--- src/rtl/hcb_pkg.sv ---
// shared constants, node record and helpers for the huffman code builder
package hcb_pkg;

    localparam int NUM_SYMBOLS = 32;
    localparam int FREQ_BITS   = 32;
    localparam int NODE_COUNT  = 2 * NUM_SYMBOLS - 1;
    localparam int SYM_W       = $clog2(NUM_SYMBOLS);
    localparam int IDX_W       = $clog2(NODE_COUNT);
    localparam int CNT_W       = $clog2(NUM_SYMBOLS + 1);
    localparam int WEIGHT_W    = FREQ_BITS + SYM_W;

    // result field widths
    localparam int OSYM_W   = 5;
    localparam int CODE_W   = 32;
    localparam int LEN_W    = 5;
    localparam int BITS_W   = 42;
    localparam int CHARS_W  = 37;
    localparam int PROD_W   = FREQ_BITS + LEN_W;
    localparam int FIELDS_W = OSYM_W + CODE_W + LEN_W + 1 + BITS_W + CHARS_W + 1;
    localparam int OUT_W    = ((FIELDS_W + 7) / 8) * 8;
    localparam int IN_W     = 32;

    // one tree node as it travels along the chain
    typedef struct packed {
        logic                waiting;
        logic [WEIGHT_W-1:0] weight;
        logic [SYM_W-1:0]    tag;
        logic [IDX_W-1:0]    idx;
    } node_t;

    // controls from the sequencer to the chain
    typedef struct packed {
        logic shift;
        logic load_mode;
        logic first;
        logic commit;
        logic clear_all;
    } chain_ctrl_t;

    // ordering by (weight, tag)
    function automatic logic node_less(input node_t x, input node_t y);
        return (x.weight < y.weight) || ((x.weight == y.weight) && (x.tag < y.tag));
    endfunction

endpackage

--- src/rtl/hcb_cell.sv ---
// one storage cell of the node chain, takes its neighbor's node on shift
module hcb_cell
    import hcb_pkg::*;
(
    input  logic  clk,
    input  logic  rst_n,
    input  logic  shift,
    input  logic  clear_all,
    input  node_t node_in,
    output node_t node_out
);

    logic                waiting_reg;
    logic [WEIGHT_W-1:0] weight_reg;
    logic [SYM_W-1:0]    tag_reg;
    logic [IDX_W-1:0]    idx_reg;

    // waiting mark, cleared by reset and at the end of a table
    always_ff @(posedge clk or negedge rst_n)
    begin
        if (!rst_n)
        begin
            waiting_reg <= 1'b0;
        end
        else if (clear_all)
        begin
            waiting_reg <= 1'b0;
        end
        else if (shift)
        begin
            waiting_reg <= node_in.waiting;
        end
    end

    // node payload
    always_ff @(posedge clk)
    begin
        if (shift)
        begin
            weight_reg <= node_in.weight;
            tag_reg    <= node_in.tag;
            idx_reg    <= node_in.idx;
        end
    end

    assign node_out = '{waiting: waiting_reg, weight: weight_reg, tag: tag_reg, idx: idx_reg};

endmodule

--- src/rtl/hcb_chain.sv ---
// ring of node cells with head-side update and two-smallest tracker
module hcb_chain
    import hcb_pkg::*;
(
    input  logic             clk,
    input  logic             rst_n,
    input  chain_ctrl_t      ctrl,
    input  node_t            leaf_in,
    input  logic [IDX_W-1:0] clr_a,
    input  logic [IDX_W-1:0] clr_b,
    input  node_t            ins_node,
    output node_t            best1,
    output node_t            best2
);

    node_t            cell_q [NODE_COUNT];
    node_t            tail_in;
    node_t            head_clr;
    node_t            head_mod;
    node_t            base1;
    node_t            base2;
    node_t            best1_next;
    node_t            best2_next;
    node_t            best1_reg;
    node_t            best2_reg;
    node_t            ins_node_reg;
    logic             ins_valid_reg;
    logic             clr_valid_reg;
    logic [IDX_W-1:0] clr_a_reg;
    logic [IDX_W-1:0] clr_b_reg;
    logic             ins_take;

    // row of cells, each fed by its upper neighbor, the last fed by the tail
    for (genvar k = 0; k < NODE_COUNT; k++)
    begin : g_cell
        node_t nb;
        if (k == NODE_COUNT - 1)
        begin : g_tail
            assign nb = tail_in;
        end
        else
        begin : g_mid
            assign nb = cell_q[k + 1];
        end
        hcb_cell u_cell (
            .clk      (clk),
            .rst_n    (rst_n),
            .shift    (ctrl.shift),
            .clear_all(ctrl.clear_all),
            .node_in  (nb),
            .node_out (cell_q[k])
        );
    end

    // head update: retire the last two taken nodes, drop in the merged node
    always_comb
    begin
        head_clr = cell_q[0];
        if (clr_valid_reg && ((head_clr.idx == clr_a_reg) || (head_clr.idx == clr_b_reg)))
        begin
            head_clr.waiting = 1'b0;
        end
        head_mod = head_clr;
        ins_take = 1'b0;
        if (ins_valid_reg && !head_clr.waiting)
        begin
            head_mod = ins_node_reg;
            ins_take = 1'b1;
        end
    end

    assign tail_in = ctrl.load_mode ? leaf_in : head_mod;

    // pending updates for the next pass
    always_ff @(posedge clk or negedge rst_n)
    begin
        if (!rst_n)
        begin
            ins_valid_reg <= 1'b0;
            clr_valid_reg <= 1'b0;
        end
        else if (ctrl.clear_all)
        begin
            ins_valid_reg <= 1'b0;
            clr_valid_reg <= 1'b0;
        end
        else if (ctrl.commit)
        begin
            ins_valid_reg <= 1'b1;
            clr_valid_reg <= 1'b1;
        end
        else if (ctrl.shift && !ctrl.load_mode && ins_take)
        begin
            ins_valid_reg <= 1'b0;
        end
    end

    always_ff @(posedge clk)
    begin
        if (ctrl.commit)
        begin
            ins_node_reg <= ins_node;
            clr_a_reg    <= clr_a;
            clr_b_reg    <= clr_b;
        end
    end

    // two smallest waiting nodes seen at the head during a pass
    always_comb
    begin
        base1      = ctrl.first ? '0 : best1_reg;
        base2      = ctrl.first ? '0 : best2_reg;
        best1_next = base1;
        best2_next = base2;
        if (head_mod.waiting)
        begin
            if (!base1.waiting || node_less(head_mod, base1))
            begin
                best1_next = head_mod;
                best2_next = base1;
            end
            else if (!base2.waiting || node_less(head_mod, base2))
            begin
                best2_next = head_mod;
            end
        end
    end

    always_ff @(posedge clk or negedge rst_n)
    begin
        if (!rst_n)
        begin
            best1_reg <= '0;
            best2_reg <= '0;
        end
        else if (ctrl.shift && !ctrl.load_mode)
        begin
            best1_reg <= best1_next;
            best2_reg <= best2_next;
        end
    end

    assign best1 = best1_reg;
    assign best2 = best2_reg;

`ifndef SYNTHESIS
    a_best_order: assert property (@(posedge clk) disable iff (!rst_n)
        best2_reg.waiting |-> best1_reg.waiting && node_less(best1_reg, best2_reg))
        else $error("tracker order broken");
    a_ins_placed: assert property (@(posedge clk) disable iff (!rst_n)
        ctrl.commit |-> !ctrl.shift)
        else $error("commit during shift");
    a_best_distinct: assert property (@(posedge clk) disable iff (!rst_n)
        best2_reg.waiting |-> best1_reg.idx != best2_reg.idx)
        else $error("same node tracked twice");
`endif

endmodule

--- config.mk ---
export PLATFORM = sky130hd
export DESIGN_NAME = hcb_chain
export DESIGN_NICKNAME = d
export VERILOG_FILES = /design/src/rtl/hcb_pkg.sv /design/src/rtl/hcb_cell.sv /design/src/rtl/hcb_chain.sv
export SDC_FILE = /design/constraint.sdc
export NUM_CORES = 2
export LEC_CHECK = 0
export ABC_CLOCK_PERIOD_IN_PS = 5100
export BUFFER_PORTS_ARGS = -buffer_cell sky130_fd_sc_hd__buf_2
export CAP_MARGIN = 10
export CORE_MARGIN = 2
export CORE_UTILIZATION = 35
export CTS_CLUSTER_DIAMETER = 100
export DETAILED_ROUTE_END_ITERATION = 6
export SLEW_MARGIN = 20
export SYNTH_ARGS = -nofsm -noshare
export SYNTH_HDL_FRONTEND = slang
export SYNTH_SLANG_ARGS = --single-unit
--- constraint.sdc ---
create_clock -name clk -period 5.1 [get_ports clk]
set_input_delay 1.02 -clock clk [delete_from_list [all_inputs] [get_ports clk]]
set_output_delay 1.02 -clock clk [all_outputs]
set_load 0.03 [all_outputs]
Word level (Yosys, flattened, before mapping)
Cells that the tools add are included.

word-level totals
  input bits = 117
  output and inout port bits = 98
  flip-flop bits (word level) = 3,248
  memories = 0
  latch bits = 0
  logic and storage cells = 436
  bits in writable memories = 0
  memory bits (read-only) = 0

cells by class
  multiply operators = 0
  bitwise operators = 0
  muxes and demuxes = 142
  shifts and indexed selects = 0
  reduce and logical (&&, ||, !) cells = 18
  $add $sub $neg = 0
  divide/modulo/power cells = 0
  order comparisons = 4
  equal/unequal tests = 4

operators by type and width
  cell                  number
  two-way mux 49 bit    9
  two-way mux 1 bit     133
  equality test 37 bit  2
  < comparator 37 bit   2
  equality test 6 bit   2
  < comparator 5 bit    2
  logical AND 1 bit     6
  logical OR 1 bit      5
  zero test 1 bit       4
  nonzero test 2 bit    2
  nonzero test 3 bit    1

Logic depth before layout (Yosys ltp)
  word-level depth = 14
  gate-level depth with buffers = 19
  gate-level depth less buffers = 16

Hierarchy
Synthesis repeated with hierarchy kept, for this count alone.

second synthesis, totals
  cells, all modules = 4,191
  area total of the unflattened synthesis = 103,526.8 um^2

by module, submodules not included
  module     area an instance (um^2)  cells an instance  sequential area each (um^2)  instances
  hcb_cell   1,487.7                  52                 1,466.4                      63
  hcb_chain  9,803.2                  915                4,334.2                      1

Least setup slack after synthesis
Ideal clock, no wire load.

  path type = input to register
  start = in ctrl[2] (netlist bit)
  end = reg best2_reg (netlist bit best2[18])
  buffers on the path = 6
  data arrival time = 4.881 ns
  setup time = 0.126 ns
  data required time = 4.974 ns
  cell stages on the path = 19
  setup slack = 0.093 ns
  cells stage by stage = clkbuf_1 > inv_1 > clkbuf_1 > clkbuf_1 > clkbuf_1 > nand2_1 > ha_1 > o21a_1 > o21a_1 > o21ai_0 > a31oi_1 > or4_1 > a311oi_2 > a311o_2 > or2_1 > buf_4 > o221ai_4 > buf_6 > a221o_1

on the way
  cells in the longest elaborated chain, start to end = 8
  elaborated cells between the ends (all ways) = 19
  classes of those cells = order compare: 4; eq/ne: 2; mux: 5; reduce/logical: 8

ends and longest elaborated chain
  what                                                                         RTL line          text
  start: declaration                                                           hcb_chain.sv:7    input chain_ctrl_t ctrl,
  parallel branches: the longest is 7 deep, another holds < comparator 37 bit  -
  two-way mux 49 bit *                                                         hcb_chain.sv:115  if (head_mod.waiting)
  end signal: assignment                                                       hcb_chain.sv:139  best2_reg <= best2_next;
  end: declaration                                                             hcb_chain.sv:25   node_t best2_reg;

Mark *: on every way between the ends.
A chain may end at the register's enable or synchronous reset.

Final worst setup path
  start = reg g_cell[0].u_cell.idx_reg[1]
  end = reg best2_reg (netlist bit best2[13])

on the way
  cells in the longest elaborated chain, start to end = 14
  elaborated cells between the ends (all ways) = 23
  classes of those cells = order compare: 4; eq/ne: 4; mux: 5; reduce/logical: 10

ends and longest elaborated chain
  what                                                                         RTL line          text
  start: declaration                                                           hcb_cell.sv:16    logic [IDX_W-1:0] idx_reg;
  start signal: assignment                                                     hcb_cell.sv:42    idx_reg <= node_in.idx;
  equality test 6 bit                                                          hcb_chain.sv:59   if (clr_valid_reg && ((head_clr.idx == clr_a_reg) || (head_clr.idx == clr_b_reg)))
  logical OR 1 bit *                                                           hcb_chain.sv:59
  logical AND 1 bit *                                                          hcb_chain.sv:59
  two-way mux 1 bit *                                                          hcb_chain.sv:59
  zero test 1 bit                                                              hcb_chain.sv:65   if (ins_valid_reg && !head_clr.waiting)
  logical AND 1 bit                                                            hcb_chain.sv:65
  two-way mux 49 bit *                                                         hcb_chain.sv:65
  parallel branches: the longest is 6 deep, another holds < comparator 37 bit  -
  two-way mux 49 bit *                                                         hcb_chain.sv:115

Marks and branches as above.

==> run metrics <==
clock share of power=41.0%; internal power=44.89 mW; FF+latch count, synth=3248; Fin Hold WS=205.5 ps; clk sinks=3248; antenna-violating nets left=0; Netlist cell types=63; I/O Buffers=214; Slew Viols, Final=0; Comb pwr share=3.2%; io pins=215; clock slew at reported path FFs=60 ps; Avg Synthesized Cell Area=25.24 sq um; Hold Fails Final Rpt=0; Longest Clk Path Bufs=4; yosys warns=0; H-tree depth=5; nets=4914; CP Class=reg -> reg; max-cap violation count=0; critical path arrival=5770 ps; total congestion overflow=0; via/cell ratio=4.399; post-layout min period=5068 ps; HPWL after DPL=99.05 mm; Netlist Area Pre-Place=102800 sq um; fin area=121300 sq um; Crit. End Element=register; Sw Ratio=20.46%; cts hold-fix bufs=0; Initial Utilization=35.08%; Worst-Margin Slew=1158 ps; RSZ-0062 raised after global routing=yes; Placed Area=110000 sq um; share of layout cells above drive strength 1=19.56%; Placer Congestion=0.8568; DRT Pass-1 Iters=5; Detailed Route WL=175.0 mm; Leakage=41.92 nW; vias after detailed routing=39150; FF-to-FF setup slack=30 ps; Syn Nets=4269; final setup fails=0; pre-CTS WS=-197.3 ps; Area growth syn-to-layout=17.94%; Core ar.=293100 sq um; number of synthesized flops with an enable pin=3085; Setup crit start kind=register; largest net degree at the start of global routing=208; Final period util=99.37%; Clk Latency, worst-skew pair=880 ps; max reg flops=2331; Chip Width=546.0 um; P per Cell Area=465.4 nW/um^2; Inserted Clock Buffers=327; status=completed; DR WL/cell=19.67 um; detailed-route DRC error count=0; ys async rst share=5.018%; initial antenna violation count=13; Hold Path Class=in -> async; Sw Pwr=11.55 mW; setup tns final=0 ps; Mapped Cells=4073; Rel. slew slack=22.78%; TritonCTS clock tree=built; cell row count=199; die area=298100 sq um; FMAX=197.3 MHz; number of DRC markers in iteration 0=3969; DIE HEIGHT=546.0 um; VDD IR max=0.2527 mV; CP required=5800 ps; Seq pwr share=55.7%; Setup Skew=86.05 ps; root buffer cell=clkbuf_16; Post-synth top flop=edfxtp_1; sequential area share after synthesis=94.07%; vias in the first global route=39410; final worst setup slack=32.28 ps; first-pass GRT wire length=257.3 mm; Tot GR Track Use=11.38%; fin util=41.38%; Critical Path Fanout Max=8
==> logic make-up (layout without fill, tap and decap cells) <==
group,after synthesis,count (layout),share of synthesized area [%]
DFF,3248,3248,94.07
AOI/OAI and AO/OA,208,208,1.612
muxes,156,156,1.612
and+or+nand+nor,293,293,1.323
adders and majority gates,79,79,0.9613
buffers and inverters,77,973,0.3237
xor gates and xnor gates,12,12,0.1022
other,0,12,0
==> per-stage QoR <==
step	std cells	total power, mW
floorplan	4073	32.31
global placement	8284	33.69
CTS	8866	57.15
global route	8896	58.50
detailed placement	8284	33.74
finish	8900	56.44
==> what timing repair did <==
action / CTS / global route
buffers inserted: 2 / 17
pin swaps: 3 / 32
cloned: 0 / 5
setup endpoints to repair: 95 / 95
resized for setup: 2 / 102
==> cell type report <==
type	count	area [sq um]
multi-input cells	748	6344
repair buffers	376	2858
clock inverters	178	1644
diodes	12	30.03
clock buffers	402	8706
fillers	25120	171800
well taps	3919	4903
inverters	17	67.56
flip-flops and latches	3248	96720
==> Yosys cell counts (all sizes together), types with 17 or more instances <==
library cell / instances / area share, %
a21oi: 29 / 0.14
a221o: 41 / 0.40
a22o: 41 / 0.35
buf: 19 / 0.11
clkbuf: 41 / 0.15
dfrtp: 163 / 4.0
edfxtp: 3085 / 90
ha: 79 / 0.96
inv: 17 / 0.062
mux2: 77 / 0.84
mux2i: 79 / 0.77
nand2: 106 / 0.39
nand4: 17 / 0.10
nor2: 86 / 0.31
nor2b: 43 / 0.26
o21ai: 24 / 0.12
==> layout by cell type (no fill, tap or decap), types with 15 or more instances in the layout <==
cell type     n
mux2_2       56
ha_1         55
nand2_1     101
bufinv_16    25
clkinv_1     74
nand4_1      17
inv_1        15
clkinv_2     39
buf_2       209
a221o_1      41
clkbuf_16   340
mux2i_1      79
edfxtp_1   3085
nor2b_1      42
ha_4         19
a22o_1       41
a21oi_1      20
buf_4       120
buf_12       35
dfrtp_1     163
o21ai_0      19
nor2_1       84
mux2_4       21
clkbuf_1     61
==> worst paths after layout <==
kind                                             startpoint  depth (start not counted)                               end
setup / recovery                g_cell[0].u_cell.idx_reg[1]                         23                         best2[13]
hold / removal                                        rst_n                          1                          best2[3]
setup reg to reg                g_cell[0].u_cell.idx_reg[1]                         23                         best2[13]
hold reg to reg            g_cell[29].u_cell.weight_reg[32]                          0  g_cell[28].u_cell.weight_reg[32]
max in group asynchronous                             rst_n                          2                         best2[29]
min in group clk                               ins_node[34]                          1                  ins_node_reg[34]
==> layer usage <==
metal | wire, um | global-route usage (%)
met3 | 6276 | 2.190
met4 | 11140 | 6.909
met5 | 0 | 0
met2 | 83740 | 17.87
met1 | 73890 | 14.70
==> critical path, cell delays in order (launching register included) <==
cell and delay, ps:
edfxtp_1 400, buf_4 170, xnor2_2 210, nand2_2 80
or3_4 430, nand2_8 150, buf_12 180, buf_12 150
buf_4 120, mux2_4 320, ha_4 230, a21oi_2 110
o22ai_1 90, o21bai_1 230, a21oi_2 100, or4_4 430
buf_6 150, a311oi_2 180, a311o_2 220, or2_4 130
o221ai_4 100, buf_12 220, buf_12 150, a221o_1 330
==> power by group through the flow <==
stage               sequential [mW]  clock, mW  combinational, mW
finish                         31.5       23.2               1.82
global route                   31.6       24.9               1.95
CTS                            31.5       23.9               1.73
detailed placement             32.0          0               1.72
global placement               32.0          0               1.70
floorplan                      31.8          0              0.458
(Power assumes the default switching activity.)
